## src/assert_macros.svh

```systemverilog
// Assertion macros shared by the allocator RTL.
`ifndef ASSERT_MACROS_SVH
`define ASSERT_MACROS_SVH

// Clocked check, disabled while reset is asserted.
`define ASSERT_CLK(lbl, prop, msg) \
  lbl: assert property (@(posedge clk) disable iff (!rst_n) (prop)) else $error(msg);

// Same-cycle implication.
`define ASSERT_IMPLY(lbl, ante, cons, msg) \
  `ASSERT_CLK(lbl, (ante) |-> (cons), msg)

`endif

```

## src/tfba_pkg.sv

```systemverilog
// Package for the tiered fixed block allocator: sizes, codes, types and helpers.
package tfba_pkg;

  localparam int MAX_BLOCKS = 32;
  localparam int NUM_POOLS  = 4;
  localparam int CFG_POOLS  = 4;

  localparam int BLK_W     = (MAX_BLOCKS > 1) ? $clog2(MAX_BLOCKS) : 1;
  localparam int DEPTH_W   = $clog2(MAX_BLOCKS + 1);
  localparam int POOL_W    = (NUM_POOLS > 1) ? $clog2(NUM_POOLS) : 1;
  localparam int ADDR_W    = POOL_W + BLK_W;
  localparam int MEM_DEPTH = NUM_POOLS * MAX_BLOCKS;

  localparam int SIZE_W  = 16;
  localparam int CNT_W   = 6;
  localparam int PNUM_W  = 3;
  localparam int IDX_W   = 5;
  localparam int STAT_W  = 32;
  localparam int CFG_IDX_W  = 3;
  localparam int CFG_DATA_W = 16;

  localparam int CFG_SIZE_BASE  = 0;
  localparam int CFG_COUNT_BASE = 4;

  localparam logic ACT_ALLOC = 1'b0;
  localparam logic ACT_FREE  = 1'b1;

  localparam logic [STAT_W-1:0] SAT_MAX = '1;

  typedef enum logic [2:0] {
    ST_ALLOC   = 3'd0,
    ST_FREED   = 3'd1,
    ST_HEAP    = 3'd2,
    ST_INVALID = 3'd3,
    ST_NOPOOL  = 3'd4
  } status_t;

  typedef struct packed {
    logic              action;
    logic [SIZE_W-1:0] request_size;
    logic [PNUM_W-1:0] free_pool;
    logic [IDX_W-1:0]  free_index;
  } req_t;

  typedef struct packed {
    status_t           status;
    logic [PNUM_W-1:0] pool_number;
    logic [IDX_W-1:0]  blk_idx;
    logic              idx_from_mem;
    logic [CNT_W-1:0]  used_blocks;
    logic [CNT_W-1:0]  peak_blocks;
    logic [STAT_W-1:0] fail_count;
    logic [STAT_W-1:0] alloc_total;
    logic [STAT_W-1:0] free_total;
  } res_t;

  typedef struct packed {
    logic              wr_en;
    logic [ADDR_W-1:0] wr_addr;
    logic [BLK_W-1:0]  wr_data;
    logic              rd_en;
    logic [ADDR_W-1:0] rd_addr;
    logic              clr_en;
    logic [POOL_W-1:0] clr_pool;
  } mem_req_t;

  typedef struct packed {
    logic              valid;
    logic [POOL_W-1:0] pool;
  } pend_t;

  function automatic logic [STAT_W-1:0] sat_inc(input logic [STAT_W-1:0] v);
    sat_inc = (v == SAT_MAX) ? v : v + STAT_W'(1);
  endfunction

  function automatic logic [DEPTH_W-1:0] pool_blocks(input logic [CNT_W-1:0] c);
    pool_blocks = (int'(c) > MAX_BLOCKS) ? DEPTH_W'(MAX_BLOCKS) : DEPTH_W'(c);
  endfunction

  function automatic logic [SIZE_W-1:0] size_rst(input int p);
    case (p)
      0:       size_rst = SIZE_W'(64);
      1:       size_rst = SIZE_W'(256);
      2:       size_rst = SIZE_W'(1024);
      3:       size_rst = SIZE_W'(4096);
      default: size_rst = '0;
    endcase
  endfunction

  function automatic logic [CNT_W-1:0] count_rst(input int p);
    case (p)
      0:       count_rst = CNT_W'(32);
      1:       count_rst = CNT_W'(16);
      2:       count_rst = CNT_W'(8);
      3:       count_rst = CNT_W'(4);
      default: count_rst = '0;
    endcase
  endfunction

endpackage

```

## src/tfba_stack_mem.sv

```systemverilog
// Free-index stack memory for all pools, with per-entry valid bits for reset contents.
module tfba_stack_mem import tfba_pkg::*; (
  input  logic             clk,
  input  logic             rst_n,
  input  mem_req_t         mreq,
  output logic [BLK_W-1:0] rd_idx
);

  logic [BLK_W-1:0] mem [MEM_DEPTH];
  logic [MEM_DEPTH-1:0] valid_r;
  logic [BLK_W-1:0] rd_data_r;
  logic [BLK_W-1:0] rd_dflt_r;
  logic             rd_valid_r;

  always_ff @(posedge clk) begin
    if (mreq.wr_en) begin
      mem[mreq.wr_addr] <= mreq.wr_data;
    end
    if (mreq.rd_en) begin
      rd_data_r <= mem[mreq.rd_addr];
      rd_dflt_r <= mreq.rd_addr[BLK_W-1:0];
    end
  end

  always_ff @(posedge clk) begin
    if (!rst_n) begin
      valid_r    <= '0;
      rd_valid_r <= 1'b0;
    end else begin
      if (mreq.rd_en) begin
        rd_valid_r <= valid_r[mreq.rd_addr];
      end
      if (mreq.clr_en) begin
        for (int k = 0; k < MAX_BLOCKS; k++) begin
          valid_r[{mreq.clr_pool, BLK_W'(k)}] <= 1'b0;
        end
      end else if (mreq.wr_en) begin
        valid_r[mreq.wr_addr] <= 1'b1;
      end
    end
  end

  // an entry never written holds its own slot number
  assign rd_idx = rd_valid_r ? rd_data_r : rd_dflt_r;

endmodule

```

## src/tfba_pool_ctrl.sv

```systemverilog
// Pool selection, free checks, per-pool counters and configuration registers.
module tfba_pool_ctrl import tfba_pkg::*; (
  input  logic                  clk,
  input  logic                  rst_n,
  input  logic                  cfg_wr_en,
  input  logic [CFG_IDX_W-1:0]  cfg_index,
  input  logic [CFG_DATA_W-1:0] cfg_data,
  input  logic                  fire,
  input  req_t                  req,
  input  logic [BLK_W-1:0]      rd_idx,
  output res_t                  res,
  output mem_req_t              mreq
);

  logic [SIZE_W-1:0]     size_r  [NUM_POOLS];
  logic [SIZE_W-1:0]     size_nxt[NUM_POOLS];
  logic [CNT_W-1:0]      count_r  [NUM_POOLS];
  logic [CNT_W-1:0]      count_nxt[NUM_POOLS];
  logic [DEPTH_W-1:0]    depth_r  [NUM_POOLS];
  logic [DEPTH_W-1:0]    depth_nxt[NUM_POOLS];
  logic [MAX_BLOCKS-1:0] map_r  [NUM_POOLS];
  logic [MAX_BLOCKS-1:0] map_nxt[NUM_POOLS];
  logic [MAX_BLOCKS-1:0] map_eff[NUM_POOLS];
  logic [CNT_W-1:0]      peak_r  [NUM_POOLS];
  logic [CNT_W-1:0]      peak_nxt[NUM_POOLS];
  logic [STAT_W-1:0]     fail_r  [NUM_POOLS];
  logic [STAT_W-1:0]     fail_nxt[NUM_POOLS];
  logic [STAT_W-1:0]     alloc_r  [NUM_POOLS];
  logic [STAT_W-1:0]     alloc_nxt[NUM_POOLS];
  logic [STAT_W-1:0]     rel_r  [NUM_POOLS];
  logic [STAT_W-1:0]     rel_nxt[NUM_POOLS];
  pend_t                 pend_r;
  pend_t                 pend_nxt;

  logic [NUM_POOLS-1:0]  fits;
  logic                  found;
  logic [POOL_W-1:0]     sel;
  logic [POOL_W-1:0]     fp;
  logic [DEPTH_W-1:0]    top;
  logic [DEPTH_W-1:0]    used;
  logic                  free_ok;

  always_comb begin
    for (int p = 0; p < NUM_POOLS; p++) begin
      size_nxt[p]  = size_r[p];
      count_nxt[p] = count_r[p];
      depth_nxt[p] = depth_r[p];
      peak_nxt[p]  = peak_r[p];
      fail_nxt[p]  = fail_r[p];
      alloc_nxt[p] = alloc_r[p];
      rel_nxt[p]   = rel_r[p];
      map_eff[p]   = map_r[p];
      fits[p]      = (req.request_size <= size_r[p]);
    end
    // bit set by the previous allocation, whose index has just come out of the stack
    if (pend_r.valid) begin
      map_eff[pend_r.pool][rd_idx] = 1'b1;
    end
    for (int p = 0; p < NUM_POOLS; p++) begin
      map_nxt[p] = map_eff[p];
    end

    res      = '0;
    res.status = ST_HEAP;
    mreq     = '0;
    pend_nxt = '0;
    found    = 1'b0;
    sel      = '0;
    fp       = '0;
    top      = '0;
    used     = '0;
    free_ok  = 1'b0;

    if (fire) begin
      mreq.rd_en = 1'b1;
      if (req.action == ACT_ALLOC) begin
        for (int p = 0; p < NUM_POOLS; p++) begin
          if (!found && fits[p]) begin
            if (depth_r[p] == '0) begin
              fail_nxt[p] = sat_inc(fail_r[p]);
            end else begin
              found = 1'b1;
              sel   = POOL_W'(p);
            end
          end
        end
        if (found) begin
          top            = depth_r[sel] - DEPTH_W'(1);
          depth_nxt[sel] = top;
          mreq.rd_addr   = {sel, top[BLK_W-1:0]};
          used           = pool_blocks(count_r[sel]) - top;
          if (CNT_W'(used) > peak_r[sel]) begin
            peak_nxt[sel] = CNT_W'(used);
          end
          alloc_nxt[sel]   = sat_inc(alloc_r[sel]);
          pend_nxt.valid   = 1'b1;
          pend_nxt.pool    = sel;
          res.status       = ST_ALLOC;
          res.pool_number  = PNUM_W'(sel) + PNUM_W'(1);
          res.idx_from_mem = 1'b1;
          res.used_blocks  = CNT_W'(used);
          res.peak_blocks  = peak_nxt[sel];
          res.fail_count   = fail_nxt[sel];
          res.alloc_total  = alloc_nxt[sel];
          res.free_total   = rel_r[sel];
        end
      end else begin
        if (req.free_pool == '0 || {1'b0, req.free_pool} > (PNUM_W + 1)'(NUM_POOLS)) begin
          res.status = ST_NOPOOL;
        end else begin
          fp      = POOL_W'(req.free_pool - PNUM_W'(1));
          free_ok = (DEPTH_W'(req.free_index) < pool_blocks(count_r[fp])) &&
                    map_eff[fp][BLK_W'(req.free_index)] &&
                    (int'(depth_r[fp]) < MAX_BLOCKS);
          if (free_ok) begin
            map_nxt[fp][BLK_W'(req.free_index)] = 1'b0;
            mreq.wr_en    = 1'b1;
            mreq.wr_addr  = {fp, depth_r[fp][BLK_W-1:0]};
            mreq.wr_data  = BLK_W'(req.free_index);
            depth_nxt[fp] = depth_r[fp] + DEPTH_W'(1);
            rel_nxt[fp]   = sat_inc(rel_r[fp]);
            res.status    = ST_FREED;
          end else begin
            res.status    = ST_INVALID;
          end
          res.pool_number = req.free_pool;
          res.blk_idx     = req.free_index;
          res.used_blocks = CNT_W'(pool_blocks(count_r[fp]) - depth_nxt[fp]);
          res.peak_blocks = peak_r[fp];
          res.fail_count  = fail_r[fp];
          res.alloc_total = alloc_r[fp];
          res.free_total  = rel_nxt[fp];
        end
      end
    end

    if (cfg_wr_en) begin
      for (int p = 0; p < NUM_POOLS; p++) begin
        if (p < CFG_POOLS) begin
          if (cfg_index == CFG_IDX_W'(CFG_SIZE_BASE + p)) begin
            size_nxt[p] = cfg_data;
          end
          if (cfg_index == CFG_IDX_W'(CFG_COUNT_BASE + p)) begin
            count_nxt[p]  = cfg_data[CNT_W-1:0];
            depth_nxt[p]  = pool_blocks(cfg_data[CNT_W-1:0]);
            map_nxt[p]    = '0;
            peak_nxt[p]   = '0;
            fail_nxt[p]   = '0;
            alloc_nxt[p]  = '0;
            rel_nxt[p]    = '0;
            mreq.clr_en   = 1'b1;
            mreq.clr_pool = POOL_W'(p);
          end
        end
      end
    end
  end

  always_ff @(posedge clk) begin
    if (!rst_n) begin
      for (int p = 0; p < NUM_POOLS; p++) begin
        size_r[p]  <= size_rst(p);
        count_r[p] <= count_rst(p);
        depth_r[p] <= pool_blocks(count_rst(p));
        map_r[p]   <= '0;
        peak_r[p]  <= '0;
        fail_r[p]  <= '0;
        alloc_r[p] <= '0;
        rel_r[p]   <= '0;
      end
      pend_r <= '0;
    end else begin
      for (int p = 0; p < NUM_POOLS; p++) begin
        size_r[p]  <= size_nxt[p];
        count_r[p] <= count_nxt[p];
        depth_r[p] <= depth_nxt[p];
        map_r[p]   <= map_nxt[p];
        peak_r[p]  <= peak_nxt[p];
        fail_r[p]  <= fail_nxt[p];
        alloc_r[p] <= alloc_nxt[p];
        rel_r[p]   <= rel_nxt[p];
      end
      pend_r <= pend_nxt;
    end
  end

endmodule

```

## src/tiered_fixed_block_allocator_core.sv

```systemverilog
// Top level of the tiered fixed block allocator: request and result registers.
// Four pools of fixed-size blocks serve allocate and free requests. One request is
// accepted per clock; the request register feeds the pool selection and counter
// update, whose outcome is captured in the result register at the same edge that
// reads the free-stack memory for the allocated index. Throughput stays one request
// per cycle as long as results are taken; a stalled result holds the request register
// and stalls the input. Reset brings every pool to a full free stack at once, with no
// clearing pass. The user must make configuration writes only while no request is in
// flight; the block itself does not enforce this.
`include "assert_macros.svh"

module tiered_fixed_block_allocator_core import tfba_pkg::*; (
  input  logic                  clk,
  input  logic                  rst_n,
  input  logic                  cfg_wr_en,
  input  logic [CFG_IDX_W-1:0]  cfg_index,
  input  logic [CFG_DATA_W-1:0] cfg_data,
  input  logic                  in_valid,
  output logic                  in_stall,
  input  logic                  in_action,
  input  logic [SIZE_W-1:0]     in_request_size,
  input  logic [PNUM_W-1:0]     in_free_pool,
  input  logic [IDX_W-1:0]      in_free_index,
  output logic                  out_valid,
  input  logic                  out_stall,
  output logic [2:0]            out_status,
  output logic [PNUM_W-1:0]     out_pool_number,
  output logic [IDX_W-1:0]      out_block_index,
  output logic [CNT_W-1:0]      out_used_blocks,
  output logic [CNT_W-1:0]      out_peak_blocks,
  output logic [STAT_W-1:0]     out_fail_count,
  output logic [STAT_W-1:0]     out_alloc_total,
  output logic [STAT_W-1:0]     out_free_total
);

  logic             a_valid_r;
  req_t             a_req_r;
  logic             b_valid_r;
  res_t             b_res_r;
  logic             advance_b;
  logic             fire;
  res_t             res;
  mem_req_t         mreq;
  logic [BLK_W-1:0] rd_idx;

  assign advance_b = !b_valid_r || !out_stall;
  assign fire      = a_valid_r && advance_b;
  assign in_stall  = a_valid_r && !advance_b;

  always_ff @(posedge clk) begin
    if (!rst_n) begin
      a_valid_r <= 1'b0;
      b_valid_r <= 1'b0;
    end else begin
      if (!in_stall) begin
        a_valid_r <= in_valid;
      end
      if (advance_b) begin
        b_valid_r <= a_valid_r;
      end
    end
  end

  always_ff @(posedge clk) begin
    if (in_valid && !in_stall) begin
      a_req_r <= '{action: in_action, request_size: in_request_size,
                   free_pool: in_free_pool, free_index: in_free_index};
    end
    if (fire) begin
      b_res_r <= res;
    end
  end

  tfba_pool_ctrl u_ctrl (
    .clk       (clk),
    .rst_n     (rst_n),
    .cfg_wr_en (cfg_wr_en),
    .cfg_index (cfg_index),
    .cfg_data  (cfg_data),
    .fire      (fire),
    .req       (a_req_r),
    .rd_idx    (rd_idx),
    .res       (res),
    .mreq      (mreq)
  );

  tfba_stack_mem u_mem (
    .clk    (clk),
    .rst_n  (rst_n),
    .mreq   (mreq),
    .rd_idx (rd_idx)
  );

  assign out_valid       = b_valid_r;
  assign out_status      = b_res_r.status;
  assign out_pool_number = b_res_r.pool_number;
  assign out_block_index = b_res_r.idx_from_mem ? IDX_W'(rd_idx) : b_res_r.blk_idx;
  assign out_used_blocks = b_res_r.used_blocks;
  assign out_peak_blocks = b_res_r.peak_blocks;
  assign out_fail_count  = b_res_r.fail_count;
  assign out_alloc_total = b_res_r.alloc_total;
  assign out_free_total  = b_res_r.free_total;

  `ASSERT_IMPLY(a_stall_cause, in_stall, out_valid && out_stall, "input stall without backpressure")
  `ASSERT_CLK(a_fire_result, fire |=> out_valid, "processed request produced no result")
  `ASSERT_IMPLY(a_peak_bound, out_valid, out_used_blocks <= out_peak_blocks, "used above peak")

endmodule

```

## config.mk

```make
export PLATFORM = sky130hd
export DESIGN_NAME = tiered_fixed_block_allocator_core
export DESIGN_NICKNAME = d
export VERILOG_FILES = /design/src/tfba_pkg.sv /design/src/tfba_stack_mem.sv /design/src/tfba_pool_ctrl.sv /design/src/tiered_fixed_block_allocator_core.sv
export VERILOG_INCLUDE_DIRS = /design/src /design/src/src
export SDC_FILE = /design/constraint.sdc
export NUM_CORES = 2
export LEC_CHECK = 0
export BUFFER_PORTS_ARGS = -buffer_cell sky130_fd_sc_hd__buf_4
export CAP_MARGIN = 0
export CELL_PAD_IN_SITES_DETAIL_PLACEMENT = 0
export CELL_PAD_IN_SITES_GLOBAL_PLACEMENT = 1
export CORE_ASPECT_RATIO = 1.5
export CORE_MARGIN = 2
export CORE_UTILIZATION = 40
export DETAILED_ROUTE_END_ITERATION = 10
export GPL_TIMING_DRIVEN = 0
export PLACE_DENSITY = 0.66
export SLEW_MARGIN = 20
export SYNTH_ARGS = -nofsm -noshare
export SYNTH_HDL_FRONTEND = slang
export SYNTH_SLANG_ARGS = --single-unit
```

## constraint.sdc

```tcl
create_clock -name clk -period 22.2 [get_ports clk]
set_clock_uncertainty 0.2 [all_clocks]
set_input_delay 3.33 -clock clk [delete_from_list [all_inputs] [get_ports clk]]
set_output_delay 3.33 -clock clk [all_outputs]
set_load 0.01 [all_outputs]
```

### After elaboration in Yosys (flattened, before gate mapping)

Memory sizes are Yosys's and may differ from the RTL's. A register that Yosys moved wholly into a read port is not among the register bits.
Index checks and enable logic that the tools add are counted.

| storage, ports and cells | value |
|---|---|
| register bits after elaboration | 284 |
| bits in writable memories | 1,288 |
| input port bits | 49 |
| output and inout port bits | 121 |
| word-level logic and storage cells | 632 |
| memories | 9 |

| cells by class | value |
|---|---|
| add/sub/neg operators | 12 |
| magnitude comparators | 92 |
| equal/unequal tests | 21 |
| mux-type cells | 302 |
| bitwise operators | 107 |
| reductions and logical operators | 69 |

Memories:

| memory | words | width | read ports | clocked after Yosys merged registers in | wr ports | line | source |
|---|---|---|---|---|---|---|---|
| u_mem.mem | 128 | 5 | 1 | 1 | 1 | tfba_stack_mem.sv:9 | `logic [BLK_W-1:0] mem [MEM_DEPTH];` |
| u_ctrl.alloc_r | 4 | 32 | 6 | 0 | 4 | tfba_pool_ctrl.sv:28 | `logic [STAT_W-1:0] alloc_r [NUM_POOLS];` |
| u_ctrl.fail_r | 4 | 32 | 5 | 0 | 4 | tfba_pool_ctrl.sv:26 | `logic [STAT_W-1:0] fail_r [NUM_POOLS];` |
| u_ctrl.map_r | 4 | 32 | 4 | 0 | 4 | tfba_pool_ctrl.sv:21 | `logic [MAX_BLOCKS-1:0] map_r [NUM_POOLS];` |
| u_ctrl.rel_r | 4 | 32 | 6 | 0 | 4 | tfba_pool_ctrl.sv:30 | `logic [STAT_W-1:0] rel_r [NUM_POOLS];` |
| u_ctrl.size_r | 4 | 16 | 4 | 0 | 4 | tfba_pool_ctrl.sv:15 | `logic [SIZE_W-1:0] size_r [NUM_POOLS];` |
| +3 memories | n/a | n/a | n/a | n/a | n/a | n/a |  |

Operator list:

| kind | count |
|---|---|
| $and 128x128->128 | 33 |
| $mux 128 | 23 |
| $mux 32 | 66 |
| $mux 24 | 18 |
| $lt 7x8->1 const B | 34 |
| $bmux 32 s2 | 4 |
| $bwmux 128 | 2 |
| $demux 32 s2 | 4 |
| $not 128->128 | 2 |
| $or 128x128->128 | 2 |
| $mux 6 | 42 |
| $ge 7x1->1 const B | 33 |
| $mux 108 | 2 |
| $add 32x1->32 const B | 6 |
| $eq 32x32->1 const B | 6 |
| $mux 16 | 12 |
| $not 100->128 | 1 |
| $not 101->128 | 1 |
| $not 102->128 | 1 |
| $not 103->128 | 1 |
| $not 104->128 | 1 |
| $not 105->128 | 1 |
| $not 106->128 | 1 |
| $not 107->128 | 1 |
| other kinds (74) | 306 |

### Longest topological paths before layout

| depth | value |
|---|---|
| word-level depth | 44 |
| mapped depth | 42 |

### Hierarchy

Synthesis repeated with hierarchy kept, for this count alone.

| unflattened totals | value |
|---|---|
| cell total of the unflattened synthesis | 7,422 |
| area total of the unflattened synthesis | 79,787.8 um2 |

By module, submodules not included:

| module | times used | cells each | area an instance (um2) | sequential area each (um2) |
|---|---|---|---|---|
| tfba_pool_ctrl | 1 | 5,467 | 43,439.2 | 13,272.7 |
| tfba_stack_mem | 1 | 1,683 | 30,998.5 | 22,101.2 |
| tiered_fixed_block_allocator_core | 1 | 272 | 5,350.1 | 4,394.2 |

### Worst setup path before layout

Ideal clock, no wire load.

| timing path | value |
|---|---|
| path type | reg-to-reg |
| start | reg a_req_r[5] (netlist name) |
| end | mem u_mem.mem[0][0] (netlist name) (data pin) |
| setup time | 1.153 ns |
| data arrival time | 11.481 ns |
| required time | 20.847 ns |
| path slack | 9.366 ns |
| stages on the path, launching flop included | 27 |
| buffers on the path | 14 |
| clock period less this slack | 12.834 ns |
| path through | edfxtp_1 buf_2 buf_2 buf_2 buf_2 inv_1 buf_2 clkbuf_1 ha_1 clkbuf_1 clkbuf_1 buf_1 buf_1 clkbuf_1 clkbuf_1 clkbuf_1 mux2i_1 a211o_1 ha_1 o21a_1 o21a_1 o21ai_0 a211oi_1 a21oi_2 nand3_4 buf_2 nor3_1 |

RTL lines:

| item | line | source |
|---|---|---|
| start: declaration | tiered_fixed_block_allocator_core.sv:37 | `req_t a_req_r;` |
| start signal: assignment | tiered_fixed_block_allocator_core.sv:66 | `a_req_r <= '{action: in_action, request_size: in_request_size,` |
| end: declaration | tfba_stack_mem.sv:9 |  |

==> qor.tcl <==
set qor(synth_top_family_by_area) {compound AO/OA/AOI/OAI gates}
set qor(worst-path-max-fanout) 11
set qor(ant_nets) 0
set qor(synth_compound_gate_area_share) 0.173
set qor(chipHeight_um) 549
set qor(timing.critical_path.max_delay_family) {buffers and inverters}
set qor(drt_wl_total_um) 433000
set qor(worst-setup-path-type) {reg -> reg}
set qor(final-hold-violation-count) 0
set qor(period_utilization_post_route) 0.792
set qor(yosys.area_share.xor_xnor) 0.0315
set qor(detailedPlace.worstSlack_ps) 5740
set qor(net_count_after_synthesis) 8275
set qor(critPathSlowestCell) {sky130_fd_sc_hd__clkbuf_1}
set qor(die_width_um) 367
set qor(cp-end-kind) {flip-flop}
set qor(run_status) {finished clean}
set qor(dp.cells) 10969
set qor(globalRoute.totalOverflow) 0
set qor(cts_setup_buffers) 0
set qor(clock-root-buffer) {sky130_fd_sc_hd__clkbuf_16}
set qor(number_of_distinct_library_cells_after_synthesis) 101
set qor(gpl.final_weighted_congestion) 1.06
set qor(async_reset_ff_frac) 0
set qor(die_area_sq_mm) 0.202
set qor(vdd.ir_drop.worst_v) 0.0000655
set qor(clk-insertion-delay-late_ps) 890
set qor(finalHoldWorstSlack_ps) 262
set qor(layout.area.seq_sq_mm) 0.0398
set qor(synth.ff_latch_count) 1577
set qor(finalMaxSlewViolations) 0
set qor(postSynthCellCount) 8125
set qor(fill_cells) 19118
set qor(tritoncts) {done}
set qor(wire_length_of_the_first_global_routing_pass_um) 582000
set qor(initialDrtViolationCount) 11105
set qor(multi_input_comb_area_sq_mm) 0.0357
set qor(area_growth_pct) 14.3
set qor(synth-simple-area-share) 0.162
set qor(drt_first_pass_iters) 9
set qor(p_per_area_mw_per_mm2) 91.4
set qor(critPathBufInv) 16
set qor(final_layout_size_suffix_gt1_frac) 0.132
set qor(maxClockFrequency_mhz) 56.9
set qor(cap_violations) 0
set qor(worst_slew_margin_rel) 0.0287
set qor(final_period_minus_worst_setup_slack_ps) 17570
set qor(nNetsFinal) 8670
set qor(timing.final.setup_violations) 0
set qor(core_region_sq_mm) 0.197
set qor(p_leak_nw) 30.1
set qor(vias) 75111
set qor(most-common-layout-cells) {1,128 x sky130_fd_sc_hd__nand2_1, 968 x sky130_fd_sc_hd__nor2_1, 819 x sky130_fd_sc_hd__edfxtp_1}
set qor(first_global_vias) 70323
set qor(floorplan.initialDensity) 0.401
set qor(power.total_mw) 8.28
set qor(post_route_worst_setup_slack_ps) 4630
set qor(drc) 0
set qor(yosysWarningCount) 0
set qor(grt_start_max_net_pins) 61
set qor(grtUsageTotal) 0.415
set qor(avgViaCountPerCell) 6.64
set qor(clk_pin_slew_worst_paths_ps) 60
set qor(netlist_area_before_placement_sq_mm) 0.0793
set qor(final_cell_count_no_fill) 11304
set qor(wl_per_cell_um) 38.3
set qor(postSynth.topFlopCell) {sky130_fd_sc_hd__edfxtp_1}
set qor(mostFrequentLayoutCell) {sky130_fd_sc_hd__nand2_1}
set qor(worst_setup_path_start_kind) {flip-flop}
set qor(hold_class) {reg -> reg}
set qor(buffer_ports.inserted) 162
set qor(synth.area.mux_share) 0.0661
set qor(most_frequent_cell_on_critical_path) {sky130_fd_sc_hd__clkbuf_1}
set qor(grt_setup_unrepaired) {no}
set qor(num_io_pins) 170
set qor(synth_edf_count) 819
set qor(seq_area_frac_synth) 0.502
set qor(cts_resized) 0
set qor(ctsHtreeMaxLevel) 4
set qor(timing_worst_slew_pin_value_ps) 1450
set qor(grt_antenna_before_repair) 31
set qor(tritoncts_num_sinks) 1577
set qor(placement_rows) 200
set qor(cts-root-to-sink-buffers) 4
set qor(estimated_wirelength_of_the_detail_placed_design_um) 311000
set qor(critPathArrivalTime_ps) 17970
set qor(timing.critical_path.slowest_cell_delay_ps) 1000
set qor(worst-endpoint-required_ps) 22590
set qor(avgSynthCellArea_sq_um) 9.75
set qor(hold_buffers) 0
set qor(cts-buffers-inserted) 173
set qor(synthAdderAreaFrac) 0.0161
## worst reg2reg max path, delay by kind of cell (launching register included)
kind                     cells  cell delay [ps]
XOR/XNOR                     2              280
adder cells (fa/ha/maj)      3             1270
AND/OR/NAND/NOR              2              880
flip-flops                   1              630
AO/OA/AOI/OAI               14             3660
buffers and inverters       16            10430
## path summary, 6_finish.rpt
kind                                                  startpoint                                to  slack [ps]  depth (start not counted)
worst max-delay path                        a_req_r[5]$_DFFE_PP_      out_used_blocks[5]$_DFFE_PP_        4630                         37
worst min-delay path            u_ctrl.size_r[2][7]$_SDFFE_PN0P_  u_ctrl.size_r[2][7]$_SDFFE_PN0P_         260                          2
worst max register to register              a_req_r[5]$_DFFE_PP_      out_used_blocks[5]$_DFFE_PP_        4630                         37
worst min register to register  u_ctrl.size_r[2][7]$_SDFFE_PN0P_  u_ctrl.size_r[2][7]$_SDFFE_PN0P_         260                          2
## sequential cells by signal (all words and copies together), names as in the netlist, 25 cells and up
signal           flops
a_req_r             25
out_alloc_total     32
out_fail_count      32
out_free_total      32
u_ctrl.alloc_r     128
u_ctrl.fail_r      128
u_ctrl.map_r       128
u_ctrl.rel_r       128
u_ctrl.size_r       64
u_mem.mem          640
u_mem.valid_r      128
## cell families after synthesis
logic type,Yosys count
muxes,317
and+or+nand+nor,2923
adders and majority gates,101
buffers and inverters,875
AOI/OAI and AO/OA,2048
DFF,1577
xor gates and xnor gates,284
## metrics by stage
stage	TNS [ps]	util	area, sq um
6_report	0	0.459	90600
5_1_grt	0	0.459	90500
4_1_cts	0	0.458	90500
3_5_place_dp	0	0.430	84800
3_3_place_gp	-932850	0.424	83800
2_1_floorplan	0	-	79300
## Yosys cell counts (37+ instances only)
master / number / area [sq um]
sky130_fd_sc_hd__a211oi_1: 416 / 3120
sky130_fd_sc_hd__inv_1: 121 / 454
sky130_fd_sc_hd__o221ai_1: 134 / 1170
sky130_fd_sc_hd__nor2b_1: 37 / 231
sky130_fd_sc_hd__xnor2_1: 131 / 1150
sky130_fd_sc_hd__nand2_1: 1128 / 4230
sky130_fd_sc_hd__a21oi_1: 476 / 2380
sky130_fd_sc_hd__nor2_1: 972 / 3650
sky130_fd_sc_hd__and2_1: 61 / 382
sky130_fd_sc_hd__mux4_2: 163 / 3670
sky130_fd_sc_hd__a221oi_1: 39 / 342
sky130_fd_sc_hd__buf_4: 124 / 931
sky130_fd_sc_hd__a31oi_1: 168 / 1050
sky130_fd_sc_hd__mux2i_1: 136 / 1360
sky130_fd_sc_hd__nor3_1: 138 / 691
sky130_fd_sc_hd__clkbuf_1: 402 / 1510
sky130_fd_sc_hd__buf_2: 127 / 636
sky130_fd_sc_hd__buf_1: 90 / 338
sky130_fd_sc_hd__and3_1: 101 / 632
sky130_fd_sc_hd__a21boi_0: 62 / 465
sky130_fd_sc_hd__dfxtp_1: 758 / 15200
sky130_fd_sc_hd__a311oi_1: 66 / 578
sky130_fd_sc_hd__nand4_1: 66 / 413
sky130_fd_sc_hd__o22ai_1: 67 / 419
sky130_fd_sc_hd__o211ai_1: 88 / 661
sky130_fd_sc_hd__o21ai_0: 267 / 1340
sky130_fd_sc_hd__nand3_1: 228 / 1140
sky130_fd_sc_hd__ha_1: 99 / 1240
sky130_fd_sc_hd__edfxtp_1: 819 / 24600
sky130_fd_sc_hd__or3_1: 54 / 338
sky130_fd_sc_hd__xor2_1: 152 / 1330
## per-layer routing
| layer | wire (um) | track usage | up-vias |
|---|---|---|---|
| met3 | 45200 | 0.102 | 1789 |
| met4 | 46700 | 0.370 | 20 |
| met1 | 147000 | 0.467 | 36893 |
| met2 | 194000 | 0.654 | 5744 |
| met5 | 134 | 0 | - |
| li1 | - | - | 30665 |
## layout make-up
class | count | area share
multi-input cells | 5673 | 0.394
clock buffers | 218 | 0.0524
inverters | 130 | 0.00539
diodes | 26 | 0.000718
plain buffers | 745 | 0.0396
flip-flops and latches | 1577 | 0.439
repair buffers | 220 | 0.0222
well taps | 2626 | 0.0363
clock inverters | 89 | 0.0101
## power breakdown
part / switching, mW / internal, mW
sequential: 0.0376 / 3.10
combinational: 1.63 / 0.499
clock: 1.32 / 1.70
(Power assumes the default switching activity.)
